### config.mk
export PLATFORM = sky130hd
export DESIGN_NAME = crc_checked_frame_receiver
export DESIGN_NICKNAME = d
export VERILOG_FILES = /design/src/sv/cfr_pkg.sv /design/src/sv/cfr_front.sv /design/src/sv/cfr_queue.sv /design/src/sv/cfr_back.sv /design/src/sv/crc_checked_frame_receiver.sv
export SDC_FILE = /design/constraint.sdc
export NUM_CORES = 1
export LEC_CHECK = 0
export BUFFER_PORTS_ARGS = -buffer_cell sky130_fd_sc_hd__buf_2
export CAP_MARGIN = 10
export CORE_MARGIN = 4
export CORE_UTILIZATION = 45
export DETAILED_ROUTE_END_ITERATION = 10
export PLACE_DENSITY_LB_ADDON = 0.15
export SETUP_SLACK_MARGIN = 0.02
export SLEW_MARGIN = 20
export SYNTH_ARGS = -nofsm -noshare
export SYNTH_HDL_FRONTEND = slang
export SYNTH_SLANG_ARGS = --single-unit
### constraint.sdc
create_clock -name clk -period 9.17 [get_ports clk]
set_input_delay 2.2925 -clock clk [delete_from_list [all_inputs] [get_ports clk]]
set_output_delay 2.2925 -clock clk [all_outputs]
set_load 0.03 [all_outputs]
### src/sv/cfr_pkg.sv
// cfr_pkg: types, constants and the crc-16/modbus byte update for the frame receiver
// used by every module of the receiver; depends on nothing
package cfr_pkg;

	localparam logic [15:0] CRC_INIT = 16'hFFFF;
	localparam logic [15:0] CRC_POLY = 16'hA001;

	localparam logic [15:0] RST_FRAME_HEADER     = 16'h55AA;
	localparam logic [15:0] RST_EXPECTED_LENGTH  = 16'd11;
	localparam logic [7:0]  RST_EXPECTED_COMMAND = 8'h02;

	// register indexes on the apb port
	localparam logic [1:0] REG_FRAME_HEADER     = 2'd0;
	localparam logic [1:0] REG_EXPECTED_LENGTH  = 2'd1;
	localparam logic [1:0] REG_EXPECTED_COMMAND = 2'd2;

	// byte positions inside the frame
	localparam logic [3:0] POS_HEADER_LO = 4'd1;
	localparam logic [3:0] POS_LEN_HI    = 4'd2;
	localparam logic [3:0] POS_LEN_LO    = 4'd3;
	localparam logic [3:0] POS_COMMAND   = 4'd4;
	localparam logic [3:0] POS_LEFT_HI   = 4'd5;
	localparam logic [3:0] POS_LEFT_LO   = 4'd6;
	localparam logic [3:0] POS_RIGHT_HI  = 4'd7;
	localparam logic [3:0] POS_RIGHT_LO  = 4'd8;
	localparam logic [3:0] POS_CRC_HI    = 4'd9;
	localparam logic [3:0] POS_CRC_LO    = 4'd10;

	typedef enum logic [1:0] {
		ST_HUNT_FIRST,
		ST_HUNT_SECOND,
		ST_BODY
	} front_state_t;

	// work the back part does for one queued byte
	typedef enum logic [1:0] {
		OP_START,
		OP_ADD,
		OP_CRC_HI,
		OP_FINAL
	} op_t;

	typedef struct packed {
		op_t        op;
		logic [3:0] pos;
		logic [7:0] data;
	} item_t;

	function automatic logic [15:0] crc_byte(input logic [15:0] crc, input logic [7:0] b);
		logic [15:0] c;
		c = crc ^ {8'h00, b};
		for (int k = 0; k < 8; k++) begin
			if (c[0]) begin
				c = (c >> 1) ^ CRC_POLY;
			end else begin
				c = c >> 1;
			end
		end
		return c;
	endfunction

endpackage

### src/sv/cfr_front.sv
// cfr_front: header hunt and byte classification for the frame receiver
// depends on cfr_pkg; feeds classified items into cfr_queue
module cfr_front (
	input  logic           clk,
	input  logic           arst_n,
	input  logic           accept,
	input  logic [7:0]     rx_byte,
	input  logic [15:0]    frame_header,
	output logic           push,
	output cfr_pkg::item_t item
);

	cfr_pkg::front_state_t state_q, state_d;
	logic [3:0]            pos_q, pos_d;
	logic [7:0]            hdr_hi, hdr_lo;

	assign hdr_hi = frame_header[15:8];
	assign hdr_lo = frame_header[7:0];

	always_comb begin
		state_d = state_q;
		pos_d   = pos_q;
		case (state_q)
			cfr_pkg::ST_HUNT_SECOND: begin
				if (rx_byte == hdr_lo) begin
					state_d = cfr_pkg::ST_BODY;
					pos_d   = cfr_pkg::POS_LEN_HI;
				end else if (rx_byte == hdr_hi) begin
					state_d = cfr_pkg::ST_HUNT_SECOND;
					pos_d   = cfr_pkg::POS_HEADER_LO;
				end else begin
					state_d = cfr_pkg::ST_HUNT_FIRST;
					pos_d   = 4'd0;
				end
			end
			cfr_pkg::ST_BODY: begin
				if (pos_q <= cfr_pkg::POS_CRC_HI) begin
					pos_d = pos_q + 4'd1;
				end else begin
					state_d = cfr_pkg::ST_HUNT_FIRST;
					pos_d   = 4'd0;
				end
			end
			default: begin
				if (rx_byte == hdr_hi) begin
					state_d = cfr_pkg::ST_HUNT_SECOND;
					pos_d   = cfr_pkg::POS_HEADER_LO;
				end else begin
					state_d = cfr_pkg::ST_HUNT_FIRST;
					pos_d   = 4'd0;
				end
			end
		endcase
	end

	always_comb begin
		push      = 1'b0;
		item.op   = cfr_pkg::OP_ADD;
		item.pos  = pos_q;
		item.data = rx_byte;
		case (state_q)
			cfr_pkg::ST_HUNT_SECOND: begin
				if (rx_byte == hdr_lo) begin
					push    = accept;
					item.op = cfr_pkg::OP_ADD;
				end else if (rx_byte == hdr_hi) begin
					push    = accept;
					item.op = cfr_pkg::OP_START;
				end
			end
			cfr_pkg::ST_BODY: begin
				push = accept;
				if (pos_q < cfr_pkg::POS_CRC_HI) begin
					item.op = cfr_pkg::OP_ADD;
				end else if (pos_q == cfr_pkg::POS_CRC_HI) begin
					item.op = cfr_pkg::OP_CRC_HI;
				end else begin
					item.op = cfr_pkg::OP_FINAL;
				end
			end
			default: begin
				if (rx_byte == hdr_hi) begin
					push    = accept;
					item.op = cfr_pkg::OP_START;
				end
			end
		endcase
	end

	always_ff @(posedge clk or negedge arst_n) begin
		if (!arst_n) begin
			state_q <= cfr_pkg::ST_HUNT_FIRST;
			pos_q   <= 4'd0;
		end else if (accept) begin
			state_q <= state_d;
			pos_q   <= pos_d;
		end
	end

	a_body_pos_range: assert property (@(posedge clk) disable iff (!arst_n)
		state_q == cfr_pkg::ST_BODY |-> (pos_q >= cfr_pkg::POS_LEN_HI && pos_q <= cfr_pkg::POS_CRC_LO))
		else $error("body position out of range");

	a_final_rehunts: assert property (@(posedge clk) disable iff (!arst_n)
		(push && item.op == cfr_pkg::OP_FINAL) |=> state_q == cfr_pkg::ST_HUNT_FIRST)
		else $error("frame end did not return to hunting");

endmodule

### src/sv/cfr_queue.sv
// cfr_queue: short register queue between the front and back parts
// depends on cfr_pkg for the item type
module cfr_queue #(
	parameter int DEPTH = 4
) (
	input  logic           clk,
	input  logic           arst_n,
	input  logic           push,
	input  cfr_pkg::item_t push_item,
	output logic           full,
	input  logic           pop,
	output cfr_pkg::item_t head,
	output logic           empty
);

	localparam int PTR_W = (DEPTH > 1) ? $clog2(DEPTH) : 1;
	localparam int CNT_W = $clog2(DEPTH + 1);

	cfr_pkg::item_t    mem_q [DEPTH];
	logic [PTR_W-1:0]  wr_ptr_q, rd_ptr_q;
	logic [CNT_W-1:0]  cnt_q;

	assign full  = (cnt_q == CNT_W'(DEPTH));
	assign empty = (cnt_q == '0);
	assign head  = mem_q[rd_ptr_q];

	always_ff @(posedge clk) begin
		if (push) begin
			mem_q[wr_ptr_q] <= push_item;
		end
	end

	always_ff @(posedge clk or negedge arst_n) begin
		if (!arst_n) begin
			wr_ptr_q <= '0;
			rd_ptr_q <= '0;
			cnt_q    <= '0;
		end else begin
			if (push) begin
				wr_ptr_q <= (wr_ptr_q == PTR_W'(DEPTH - 1)) ? '0 : wr_ptr_q + PTR_W'(1);
			end
			if (pop) begin
				rd_ptr_q <= (rd_ptr_q == PTR_W'(DEPTH - 1)) ? '0 : rd_ptr_q + PTR_W'(1);
			end
			case ({push, pop})
				2'b10:   cnt_q <= cnt_q + CNT_W'(1);
				2'b01:   cnt_q <= cnt_q - CNT_W'(1);
				default: cnt_q <= cnt_q;
			endcase
		end
	end

	a_no_overflow: assert property (@(posedge clk) disable iff (!arst_n) full |-> !push)
		else $error("push into full queue");

	a_no_underflow: assert property (@(posedge clk) disable iff (!arst_n) empty |-> !pop)
		else $error("pop from empty queue");

endmodule

### src/sv/cfr_back.sv
// cfr_back: crc accumulation, field capture and result register of the frame receiver
// depends on cfr_pkg; drains items from cfr_queue
module cfr_back (
	input  logic               clk,
	input  logic               arst_n,
	input  cfr_pkg::item_t     head,
	input  logic               empty,
	output logic               pop,
	input  logic [15:0]        expected_length,
	input  logic [7:0]         expected_command,
	output logic               out_valid,
	input  logic               out_stall,
	output logic               frame_ok,
	output logic signed [15:0] left_speed_rpm,
	output logic signed [15:0] right_speed_rpm,
	output logic [15:0]        length_seen,
	output logic [7:0]         command_seen,
	output logic [15:0]        crc_received,
	output logic [15:0]        crc_computed
);

	logic [15:0] crc_q, length_q, left_q, right_q;
	logic [7:0]  command_q, crc_hi_q;
	logic        out_valid_q, out_free, take_final;
	logic [15:0] crc_rx;

	logic        ok_q;
	logic [15:0] left_out_q, right_out_q, length_out_q, crc_rx_out_q, crc_out_q;
	logic [7:0]  command_out_q;

	assign out_free   = !out_valid_q || !out_stall;
	assign pop        = !empty && ((head.op != cfr_pkg::OP_FINAL) || out_free);
	assign take_final = pop && (head.op == cfr_pkg::OP_FINAL);
	assign crc_rx     = {crc_hi_q, head.data};

	always_ff @(posedge clk or negedge arst_n) begin
		if (!arst_n) begin
			crc_q <= cfr_pkg::CRC_INIT;
		end else if (pop) begin
			case (head.op)
				cfr_pkg::OP_START: crc_q <= cfr_pkg::crc_byte(cfr_pkg::CRC_INIT, head.data);
				cfr_pkg::OP_ADD:   crc_q <= cfr_pkg::crc_byte(crc_q, head.data);
				cfr_pkg::OP_FINAL: crc_q <= cfr_pkg::CRC_INIT;
				default:           crc_q <= crc_q;
			endcase
		end
	end

	// field capture, big-endian
	always_ff @(posedge clk) begin
		if (pop && head.op == cfr_pkg::OP_ADD) begin
			case (head.pos)
				cfr_pkg::POS_LEN_HI:   length_q[15:8] <= head.data;
				cfr_pkg::POS_LEN_LO:   length_q[7:0]  <= head.data;
				cfr_pkg::POS_COMMAND:  command_q      <= head.data;
				cfr_pkg::POS_LEFT_HI:  left_q[15:8]   <= head.data;
				cfr_pkg::POS_LEFT_LO:  left_q[7:0]    <= head.data;
				cfr_pkg::POS_RIGHT_HI: right_q[15:8]  <= head.data;
				cfr_pkg::POS_RIGHT_LO: right_q[7:0]   <= head.data;
				default: ;
			endcase
		end
		if (pop && head.op == cfr_pkg::OP_CRC_HI) begin
			crc_hi_q <= head.data;
		end
		if (take_final) begin
			ok_q          <= (length_q == expected_length) && (command_q == expected_command)
			                 && (crc_rx == crc_q);
			left_out_q    <= left_q;
			right_out_q   <= right_q;
			length_out_q  <= length_q;
			command_out_q <= command_q;
			crc_rx_out_q  <= crc_rx;
			crc_out_q     <= crc_q;
		end
	end

	always_ff @(posedge clk or negedge arst_n) begin
		if (!arst_n) begin
			out_valid_q <= 1'b0;
		end else if (take_final) begin
			out_valid_q <= 1'b1;
		end else if (!out_stall) begin
			out_valid_q <= 1'b0;
		end
	end

	assign out_valid       = out_valid_q;
	assign frame_ok        = ok_q;
	assign left_speed_rpm  = $signed(left_out_q);
	assign right_speed_rpm = $signed(right_out_q);
	assign length_seen     = length_out_q;
	assign command_seen    = command_out_q;
	assign crc_received    = crc_rx_out_q;
	assign crc_computed    = crc_out_q;

	a_no_result_overwrite: assert property (@(posedge clk) disable iff (!arst_n)
		(out_valid_q && out_stall) |-> !take_final)
		else $error("waiting result overwritten");

endmodule

### src/sv/crc_checked_frame_receiver.sv
// crc_checked_frame_receiver: byte-stream deframer with crc-16/modbus check and apb registers
// depends on cfr_pkg, cfr_front, cfr_queue and cfr_back
// throughput: one byte per cycle while the queue is not full; one result per 11-byte frame
// a frame end passes the queue, then the result register, and waits while the queue backs up
// reset (arst_n low): hunting the first header byte, queue empty, registers at defaults
module crc_checked_frame_receiver #(
	parameter int QUEUE_DEPTH = 4
) (
	input  logic               clk,
	input  logic               arst_n,
	// apb configuration port
	input  logic               psel,
	input  logic               penable,
	input  logic               pwrite,
	input  logic [3:0]         paddr,
	input  logic [31:0]        pwdata,
	output logic [31:0]        prdata,
	output logic               pready,
	// received byte channel
	input  logic               in_valid,
	output logic               in_stall,
	input  logic [7:0]         rx_byte,
	// result channel
	output logic               out_valid,
	input  logic               out_stall,
	output logic               frame_ok,
	output logic signed [15:0] left_speed_rpm,
	output logic signed [15:0] right_speed_rpm,
	output logic [15:0]        length_seen,
	output logic [7:0]         command_seen,
	output logic [15:0]        crc_received,
	output logic [15:0]        crc_computed
);

	// configuration registers; the user writes them only while the receiver is idle, unguarded
	logic [15:0] frame_header_q;
	logic [15:0] expected_length_q;
	logic [7:0]  expected_command_q;
	logic        cfg_write;
	logic [1:0]  reg_idx;

	// front to queue
	logic           accept;
	logic           push;
	cfr_pkg::item_t push_item;
	logic           full;

	// queue to back
	logic           pop;
	logic           empty;
	cfr_pkg::item_t head;

	assign pready    = 1'b1;
	assign reg_idx   = paddr[3:2];
	assign cfg_write = psel && penable && pwrite && pready;

	always_ff @(posedge clk or negedge arst_n) begin
		if (!arst_n) begin
			frame_header_q     <= cfr_pkg::RST_FRAME_HEADER;
			expected_length_q  <= cfr_pkg::RST_EXPECTED_LENGTH;
			expected_command_q <= cfr_pkg::RST_EXPECTED_COMMAND;
		end else if (cfg_write) begin
			case (reg_idx)
				cfr_pkg::REG_FRAME_HEADER:     frame_header_q     <= pwdata[15:0];
				cfr_pkg::REG_EXPECTED_LENGTH:  expected_length_q  <= pwdata[15:0];
				cfr_pkg::REG_EXPECTED_COMMAND: expected_command_q <= pwdata[7:0];
				default: ;
			endcase
		end
	end

	// read-back, unused addresses read as zero
	always_comb begin
		case (reg_idx)
			cfr_pkg::REG_FRAME_HEADER:     prdata = {16'h0000, frame_header_q};
			cfr_pkg::REG_EXPECTED_LENGTH:  prdata = {16'h0000, expected_length_q};
			cfr_pkg::REG_EXPECTED_COMMAND: prdata = {24'h000000, expected_command_q};
			default:                       prdata = 32'h0;
		endcase
	end

	// the front stalls only when the queue has no room; the back drains
	// it independently, so a stalled result never holds up byte intake
	// until the queue fills
	assign in_stall = full;
	assign accept   = in_valid && !in_stall;

	// front: header hunt and per-byte classification (start, crc add,
	// crc high byte, frame end); bytes that fail the hunt are dropped here
	cfr_front u_front (
		.clk          (clk),
		.arst_n       (arst_n),
		.accept       (accept),
		.rx_byte      (rx_byte),
		.frame_header (frame_header_q),
		.push         (push),
		.item         (push_item)
	);

	cfr_queue #(
		.DEPTH (QUEUE_DEPTH)
	) u_queue (
		.clk       (clk),
		.arst_n    (arst_n),
		.push      (push),
		.push_item (push_item),
		.full      (full),
		.pop       (pop),
		.head      (head),
		.empty     (empty)
	);

	// back: byte-wide crc update, field capture and the result register;
	// a frame end waits in the queue while the result register holds a stalled result
	cfr_back u_back (
		.clk              (clk),
		.arst_n           (arst_n),
		.head             (head),
		.empty            (empty),
		.pop              (pop),
		.expected_length  (expected_length_q),
		.expected_command (expected_command_q),
		.out_valid        (out_valid),
		.out_stall        (out_stall),
		.frame_ok         (frame_ok),
		.left_speed_rpm   (left_speed_rpm),
		.right_speed_rpm  (right_speed_rpm),
		.length_seen      (length_seen),
		.command_seen     (command_seen),
		.crc_received     (crc_received),
		.crc_computed     (crc_computed)
	);

endmodule

[Word-level counts from Yosys, hierarchy flattened]
Memories as Yosys holds them, arrays and structs flattened.
Cells that the tools add are included.
Operators by class
  mux-type cells: 69
  multiply operators: 0
  eq/ne operators: 28
  bitwise logic cells: 18
  reduce and logical (&&, ||, !) cells: 32
  order comparisons: 2
  div/mod/pow operators: 0
  $add $sub $neg: 5
  shifts and indexed selects: 0
Operators by type and width (count)
  2-to-1 mux 16 bit: 44
  case mux 16 bit (3 select lines): 2
  inverter 2 -> 3 bit: 16
  equality test 16 bit: 2
  equality test 8 bit: 3
  AND reduction 2 bit: 12
  equality test 4 x 3 -> 1 bit (second input constant): 4
  inverter 8 -> 16 bit: 1
  XOR 16 x 8 -> 16 bit: 1
  equality test 2 bit (second input constant): 7
  2-to-1 mux 2 bit: 6
  2-to-1 mux 1 bit: 10
  logical AND 1 bit: 9
  equality test 2 x 1 -> 1 bit (second input constant): 4
  equality test 4 x 2 -> 1 bit (second input constant): 2
  equality test 4 bit (second input constant): 2
  2-to-1 mux 4 bit: 2
  case mux 2 bit (2 select lines): 2
  case mux 4 bit (2 select lines): 1
  case mux 3 bit (2 select lines): 1
  adder 2 x 1 -> 2 bit (second input constant): 2
  adder 4 x 1 -> 4 bit (second input constant): 1
  less-or-equal comparator 4 bit (second input constant): 1
  logical NOT 1 bit: 4
  12 further kinds: 15
Storage, ports and cells
  bits in registers: 223
  RAM bits: 56
  bits in latches: 0
  memories: 1
  ROM bits: 0
Memories
  u_queue.mem_q: words 4, bits a word 14, rd ports 1, clocked after Yosys merged registers in 0, write ports 1, RTL line cfr_queue.sv:19  | cfr_pkg::item_t mem_q [DEPTH];

[Logic depth before layout (Yosys ltp)]
Gate-level depths: netlist of the first run.
An unclocked memory read counts as a cell.
  word-level depth: 33
  mapped depth: 12
  gate-level depth less buffers: 12

[Hierarchy]
A second synthesis of the first run with hierarchy kept.
Unflattened totals
  cells, all modules: 680
  area total of the unflattened synthesis: 11422.2 sq um
By module, submodules not included
  cfr_back: times used 1, area an instance 6232.2 sq um, cells an instance 327
  cfr_queue: times used 1, area an instance 2471.1 sq um, cells an instance 111
  crc_checked_frame_receiver: times used 1, area an instance 2016.9 sq um, cells an instance 153
  cfr_front: times used 1, area an instance 701.9 sq um, cells an instance 89

[Worst setup path after synthesis of the first run]
Ideal clock, no wire load.
  path type: input -> register
  start: in out_stall
  end: reg u_back.command_out_q[0] (netlist: u_back.command_seen[0]), enable pin
  slack: 73 ps
  stages: 3
  setup time: 646 ps
  path buffers: 0
  required time: 8524 ps
  arrival time: 8451 ps
  cell sequence: nand2_1 nor2_1 nor3_1
Between the ends
  cells in the longest elaborated chain, start to end: 5
RTL lines
  from (decl): RTL line crc_checked_frame_receiver.sv:25  | input logic out_stall,
  logical NOT 1 bit: RTL line cfr_back.sv:31  | assign out_free = !out_valid_q || !out_stall;
  logical OR 1 bit: RTL line cfr_back.sv:31
  logical OR 1 bit: RTL line cfr_back.sv:32  | assign pop = !empty && ((head.op != cfr_pkg::OP_FINAL) || out_free);
  logical AND 1 bit: RTL line cfr_back.sv:32
  logical AND 1 bit: RTL line cfr_back.sv:33  | assign take_final = pop && (head.op == cfr_pkg::OP_FINAL);
  named net u_back.take_final: RTL line cfr_back.sv:24  | logic out_valid_q, out_free, take_final;
  to (signal assigned): RTL line cfr_back.sv:72  | command_out_q <= command_q;
  to (decl): RTL line cfr_back.sv:29  | logic [7:0] command_out_q;
The timed path passes the listed nets, and every way through them passes these cells.
A chain may end at the register's enable or synchronous reset.

[Worst setup path after layout of the first run]
  start: in paddr[2]
  end: out prdata[3]
Between the ends
  cells in the longest elaborated chain, start to end: 2
  elaborated cells between the ends (all ways): 4
  classes of those cells: eq/ne: 2; mux: 1; reduce/logical: 1
RTL lines
  from (decl): RTL line crc_checked_frame_receiver.sv:15  | input logic [3:0] paddr,
  equality test 2 bit (tied with other cells): RTL line crc_checked_frame_receiver.sv:74  | case (reg_idx)
  case mux 16 bit (3 select lines) *: RTL line crc_checked_frame_receiver.sv:74
  to (decl): RTL line crc_checked_frame_receiver.sv:17  | output logic [31:0] prdata,
Mark *: on every way between the ends. The rest lies on a longest branch, timed or not.

==> results by group, run 1 <==
Outcome
  • Status: finished clean

Yosys
  • Yosys cell types: 54
  • Synthesized-area fraction occupied by adder cells: 1.84%
  • Cell Area, Synth: around 0.011 mm2
  • Yosys reg bits: about 280
  • Most used flip-flop cell after synthesis: edfxtp_1
  • Ys Warns: 0
  • Post-synthesis xor/xnor area fraction: 7.22%
  • Syn Inst Count: 681
  • Post-synth EDFFs: ~210
  • Simple-gate area share of the yosys netlist: 5.01%
  • Syn avg cell area: approximately 17 um2
  • Area leader, netlist: edfxtp_1
  • Share of the synthesized area in the top cell type: 55.5%
  • Seq/Total Area, Yosys: 71.3%
  • Mux cell area share after synthesis: under 10%
  • Post-synth top cells: edfxtp_1 (209), mux2_2 (45), xor2_1 (43)
  • Synth Area in Compound Gates: 3.43%
  • Share of flip-flops with an asynchronous set or reset: between 20% and 30%
  • Count leader, synth: edfxtp_1
  • Largest family of logic cells by synthesized area: multiplexers
  • Top post-synthesis cells by area: edfxtp_1 (55%), dfrtp_1 (9.3%), dfstp_2 (6.5%)

Timing
  • RSZ-0062 raised after global routing: no
  • Final period utilization: 66.5%
  • Actual slew at the worst max-slew pin: 0.960 ns
  • Setup TNS: 0 ns
  • Max Slew Vio Count: 0
  • Setup violators final: 0
  • Hold Vio Cnt, Final: 0
  • Maximum clock rate: 164 MHz
  • Fin crit period: about 6.1 ns
  • Relative slew slack: between 30% and 40%
  • Final Skew: 0.0175 ns

Final layout
  • Share of post-route cells with drive strength above 1: about a third
  • Post-route insts no fill: around 1,200
  • Diode count: 0
  • NumNets Final: 904
  • Layout area overhead: 18.1%
  • Design area: about 0.013 mm2

CTS
  • Worst-path clk slew: 0.06 ns
  • CTS root buf: clkbuf_16
  • CTS sink count: between 200 and 300
  • Cts repair resizes: 0
  • Post-cts hold buffer count: 0
  • CTS tree: built
  • Htree depth: 1
  • Num CTS Buffers: 27
  • Insertion delay to the later sink of the worst-skew pair: 0.53 ns
  • Post CTS Setup Buffer Count: 0
  • Clk buf depth: 3

Run
  • Max-Cap Viols: 0

Pwr
  • Pwr/cell area: 351 mW/mm2
  • Worst VDD drop: about 0.00019 V
  • Leakage: 0.00503 uW

Worst setup path
  • WS Path Type: input port to output port
  • FF-to-FF path depth: 6
  • Worst Setup SP: paddr[2]
  • Flop2flop setup slack: 5.33 ns
  • Worst-path maximum fanout: 20
  • Critical Path End: prdata[3]
  • Startpoint Class: input port
  • Worst EP arrival: 3.81 ns
  • CP endpoint kind: output port
  • R2R Path End: u_back.right_q[9]$_DFFE_PP_
  • Req. time, crit path: about 6.9 ns
  • RR Startpoint: u_queue.rd_ptr_q[1]$_DFFE_PN0P_

Drt
  • # DRC: 0
  • Router iterations before antenna repair: 5
  • Antenna Nets Post-Route: 0
  • Routed via count: 6,055
  • Via density: ~5
  • Post-Route WL: ~24 mm
  • Iteration-0 DRC Markers: a little over 400
  • Drt wl/cell: 20.4 um

GRT
  • Vias in the first global route: 6,233
  • Total GRT Usage: 17.2%
  • Total gr overflow: 0
  • Pin count of the biggest net entering global routing: 76
  • Antenna violations before repair: 1
  • First-pass GRT wire length: ~37 mm

Min path
  • Min-delay worst type: flip-flop to flip-flop

Floorplanning
  • Core ar.: about 0.025 mm2
  • Die X: approximately 170 um
  • Die Y: 167 um
  • Initial Util: 46.1%
  • Site row count: 57
  • Ports: 175
  • Die Area: 0.0277 mm2

Placed design
  • Final GP Congestion: 0.806
  • DP Cell Count: 1,132
  • Port bufs: approximately 140
  • Area post-placement: 0.0123 mm2
  • Hpwl dp: 16.3 mm
==> worst min path at each step <==
stage	cells after the start	startpoint	to	slack [ns]
3_3_place_gp	0	u_back.right_q[14]$_DFFE_PP_	u_back.right_speed_rpm[14]$_DFFE_PP_	0.40
5_1_grt	0	u_back.left_q[12]$_DFFE_PP_	u_back.left_speed_rpm[12]$_DFFE_PP_	0.43
3_5_place_dp	0	u_back.left_q[12]$_DFFE_PP_	u_back.left_speed_rpm[12]$_DFFE_PP_	0.40
2_1_floorplan	0	u_back.left_q[0]$_DFFE_PP_	u_back.left_speed_rpm[0]$_DFFE_PP_	0.40
4_1_cts	0	u_back.left_q[14]$_DFFE_PP_	u_back.left_speed_rpm[14]$_DFFE_PP_	0.41
6_report	0	u_back.left_q[14]$_DFFE_PP_	u_back.left_speed_rpm[14]$_DFFE_PP_	0.41
==> flip-flops by register name, indices dropped and copies added (netlist names), 3 cells and up <==
signal and cells:
u_back.command_q 8, u_queue.cnt_q 3, expected_length_q 16, u_queue.mem_q 56
u_front.pos_q 4, u_back.crc_computed 16, u_back.command_seen 8, u_back.left_speed_rpm 16
expected_command_q 8, u_back.crc_received 16, u_back.right_speed_rpm 16, u_back.right_q 16
u_back.length_q 16, u_back.left_q 16, u_back.length_seen 16, u_back.crc_q 16
u_back.crc_hi_q 8, frame_header_q 16
==> worst max-delay path, cell delays in order <==
cell,delay [ns]
buf_2,0.39
nor2b_1,0.60
nand2_1,0.10
o21ai_0,0.15
buf_2,0.26
==> logic make-up (layout without fill, tap and decap cells) <==
logic type,Yosys count,after routing
and+or+nand+nor,112,112
AOI/OAI and AO/OA,61,61
DFF,279,279
xor gates and xnor gates,85,85
adders and majority gates,16,16
muxes,76,76
buffers and inverters,50,212
other,2,17
==> cells in the final DEF (no fill, tap or decap), types with 10 or more instances in the layout <==
cell / n
mux2i_1: 17
inv_1: 14
dfstp_2: 28
buf_2: 139
xor2_1: 43
nor2_1: 23
ha_1: 15
edfxtp_1: 209
dfrtp_1: 42
mux4_2: 14
clkbuf_16: 27
xnor2_1: 36
o21ai_1: 10
conb_1: 17
nand2_1: 36
o21ai_0: 15
mux2_2: 45
==> metal layers <==
layer  share of wire (%)  track usage [%]
met1                  44             24.1
met2                  49             28.2
met3                 6.0             3.13
met4                 1.6             4.20
met5                   0                0
==> stage by stage <==
step | util (%) | hold WS, ns | power, uW | setup slack [ns]
2_1_floorplan | - | 0.400 | 3080 | 0.0728
3_3_place_gp | 50.3 | 0.403 | 3430 | 3.17
3_5_place_dp | 50.3 | 0.405 | 3480 | 3.10
4_1_cts | 54.4 | 0.411 | 4730 | 3.11
5_1_grt | 54.5 | 0.425 | 4950 | 3.01
6_report | 54.5 | 0.412 | 4690 | 3.07
==> cell type report <==
type / instances / area [um2]
Clock buffer: 29 / 683
Clock inverter: 21 / 333
Fill cell: 2006 / 11200
Inverter: 14 / 52.6
Multi-Input combinational cell: 367 / 3060
Sequential cell: 279 / 8060
Tap cell: 324 / 405
Timing Repair Buffer: 148 / 763
==> power by group <==
part / internal [uW] / leakage [uW] / switching (uW)
Combinational: 617 / 0.00183 / 941
Clock: 772 / 0.000486 / 473
Sequential: 1710 / 0.00272 / 173
Power figures use the tool's default switching activity.
==> run 2: changes to the inputs <==
==> constraint.sdc (replaced) <==
create_clock -name clk -period 6.1 [get_ports clk]
set_input_delay 1.525 -clock clk [delete_from_list [all_inputs] [get_ports clk]]
set_output_delay 1.525 -clock clk [all_outputs]
set_load 0.03 [all_outputs]
==> run 2 against run 1 <==
Register-to-register slack worse by 3.1 ns; largest cell class unchanged; hold slack better by 0.00073 ns; non-clock buffer count did not move; final cell count hardly changed; highest routed layer unchanged.
==> results by group, run 2 (synthesis results as in run 1) <==
Final layout
  • Share of post-route cells with drive strength above 1: 33.6% (was 34.0%)
  • Layout area overhead: 17.3% (was 18.1%)
  • Fin util: 54.1% (was 54.5%)
  • Top reg by flops: u_queue.mem_q (unchanged)
  • FILL cells: 2,029 (was 2,006)
  • Most frequent cells in the layout: edfxtp_1 (209), buf_2 (139), mux2_2 (45) (unchanged)
  • Most common cell after layout, fill and taps aside: edfxtp_1 (unchanged)
  • NumNets Final: 905 (was 904)
  • Post-route insts no fill: 1,183 (was 1,182)
  • Max reg flops: 56 (unchanged)
  • Diode count: 0 (unchanged)

Worst setup path
  • Worst Setup SP: paddr[2] (unchanged)
  • Req. time, crit path: 4.58 ns (was 6.88 ns)
  • WS Path Type: input port to output port (unchanged)
  • Critical path's slowest cell: nor2b_1 (unchanged)
  • Critical Path End: prdata[4] (was prdata[3])
  • CP endpoint kind: output port (unchanged)
  • Crit path depth: 5 (unchanged)
  • Worst-path maximum fanout: 20 (unchanged)
  • Startpoint Class: input port (unchanged)
  • Worst EP arrival: 3.01 ns (was 3.81 ns)
  • RR Startpoint: u_queue.rd_ptr_q[1]$_DFFE_PN0P_ (unchanged)
  • Max incr delay on CP: 0.59 ns (was 0.60 ns)
  • R2R Path End: u_back.left_q[11]$_DFFE_PP_ (was u_back.right_q[9]$_DFFE_PP_)
  • Most frequent CP cell: buf_2 (unchanged)
  • Flop2flop setup slack: 2.23 ns (was 5.33 ns)
  • Cells along the critical path: buf_2 -> nor2b_1 -> nand2_1 -> o21ai_0 -> buf_2 (unchanged)
  • CP Buf/Inv Count: 2 (unchanged)
  • FF-to-FF path depth: 6 (unchanged)
  • Top Family by Delay on Critical Path: simple AND/OR/NAND/NOR gates (unchanged)

Drt
  • # DRC: 0 (unchanged)
  • Router iterations before antenna repair: 5 (unchanged)
  • Routed via count: 6,120 (was 6,055)
  • Drt wl/cell: 20.3 um (was 20.4 um)
  • Antenna Nets Post-Route: 0 (unchanged)
  • Iteration-0 DRC Markers: 475 (was 409)
  • Post-Route WL: 24.0 mm (was 24.1 mm)
  • Via density: 5.17 (was 5.12)

Min path
  • Min-delay worst type: flip-flop to flip-flop (unchanged)

Timing
  • Hold Vio Cnt, Final: 0 (unchanged)
  • Max Slew Vio Count: 0 (unchanged)
  • Relative slew slack: 36.0% (about the same)
  • Setup TNS: 0 ns (unchanged)
  • Final Skew: 0.0123 ns (was 0.0175 ns)
  • Setup violators final: 0 (unchanged)
  • Final period utilization: 74.4%
  • Actual slew at the worst max-slew pin: 0.960 ns (about the same)
  • Fin crit period: ~4.5 ns
  • RSZ-0062 raised after global routing: no (unchanged)
  • Hold slack: 0.412 ns (about the same)
  • Maximum clock rate: 220 MHz

GRT
  • First-pass GRT wire length: 37.3 mm (was 37.4 mm)
  • Pin count of the biggest net entering global routing: 71 (was 76)
  • Total GRT Usage: 17.1% (was 17.2%)
  • Vias in the first global route: 6,324 (was 6,233)
  • Total gr overflow: 0 (unchanged)
  • Antenna violations before repair: 0 (was 1)

Floorplanning
  • Die Area: 0.0277 mm2 (unchanged)
  • Site row count: 57 (unchanged)
  • Core ar.: 0.0245 mm2 (unchanged)
  • Die Y: 167 um (unchanged)
  • Ports: 175 (unchanged)
  • Die X: 167 um (unchanged)
  • Initial Util: 46.1% (unchanged)

CTS
  • CTS root buf: clkbuf_16 (unchanged)
  • CTS tree: built (unchanged)
  • Num CTS Buffers: 28 (was 27)
  • Htree depth: 1 (unchanged)
  • Worst-path clk slew: 0.06 ns (about the same)
  • Clk buf depth: 3 (unchanged)
  • CTS sink count: 279 (unchanged)
  • Cts repair resizes: 0 (unchanged)
  • Post-cts hold buffer count: 0 (unchanged)
  • Post CTS Setup Buffer Count: 0 (unchanged)
  • Insertion delay to the later sink of the worst-skew pair: 0.53 ns (about the same)

Placed design
  • Port bufs: 139 (unchanged)
  • Hpwl dp: 16.4 mm (was 16.3 mm)
  • DP Cell Count: 1,132 (unchanged)
  • Final GP Congestion: 0.831 (was 0.806)

Pwr
  • Leakage: 0.00500 uW (was 0.00503 uW)
  • Worst VDD drop: 0.000314 V (was 0.000186 V)
  • Pwr/cell area: 518 mW/mm2 (was 351 mW/mm2)
  • Total Power: 6870 uW (was 4690 uW)

Outcome
  • Status: finished clean (unchanged)

Run
  • Max-Cap Viols: 0 (unchanged)
## run 2: cell types whose count changed in the layout (fill, tap and decap cells not counted), sizes merged
cell    delta
bufinv     -5
clkinv     +4
clkbuf     +5
inv        -3
## run 2: power breakdown
part | leakage (uW) | switching, uW | internal (uW)
registers | 0.00272 | 255 | 2570
logic | 0.00183 | 1420 | 930
clock network | 0.000447 | 686 | 1010
total | 0.00500 | 2370 | 4510
## run 2: final cells by class
class | instances | area, um2 | share of cell area, %
clock buffers | 34 | 754 | 5.68
clock inverters | 17 | 170 | 1.28
inverters | 14 | 52.6 | 0.396
multi-input cells | 367 | 3070 | 23.1
flip-flops and latches | 279 | 8060 | 60.7
well taps | 324 | 405 | 3.05
repair buffers | 148 | 763 | 5.75
## run 2: worst min path at each step
stage / from / endpoint / slack [ns] / depth (start not counted)
floorplan: u_back.left_q[0]$_DFFE_PP_ / u_back.left_speed_rpm[0]$_DFFE_PP_ / 0.40 / 0
global placement: u_back.left_q[2]$_DFFE_PP_ / u_back.left_speed_rpm[2]$_DFFE_PP_ / 0.40 / 0
detailed placement: u_back.left_q[0]$_DFFE_PP_ / u_back.left_speed_rpm[0]$_DFFE_PP_ / 0.40 / 0
CTS: u_back.left_q[1]$_DFFE_PP_ / u_back.left_speed_rpm[1]$_DFFE_PP_ / 0.42 / 0
global route: u_back.left_q[7]$_DFFE_PP_ / u_back.left_speed_rpm[7]$_DFFE_PP_ / 0.43 / 0
finish: u_back.right_q[5]$_DFFE_PP_ / u_back.right_speed_rpm[5]$_DFFE_PP_ / 0.41 / 0
## run 2: stage by stage
| step | worst slack [ns] | area (um2) |
|---|---|---|
| floorplan | 0.519 | 11400 |
| global placement | 1.60 | 12300 |
| detailed placement | 1.57 | 12300 |
| CTS | 1.57 | 13300 |
| global route | 1.51 | 13300 |
| finish | 1.56 | 13300 |
## run 2: worst register-to-register path: cells and delay by family, from the launching register on
kind             cells  cell delay, ns
DFF                  1            0.82
and+or+nand+nor      5            2.09
muxes                1            0.59
## run 2: layer usage
metal,GRT usage (%),wire [um],up-vias
met1,23.7,10700,3093
met2,28.5,11700,180
met3,3.25,1270,35
met4,3.84,440,0
met5,0,0,-
li1,-,-,2812
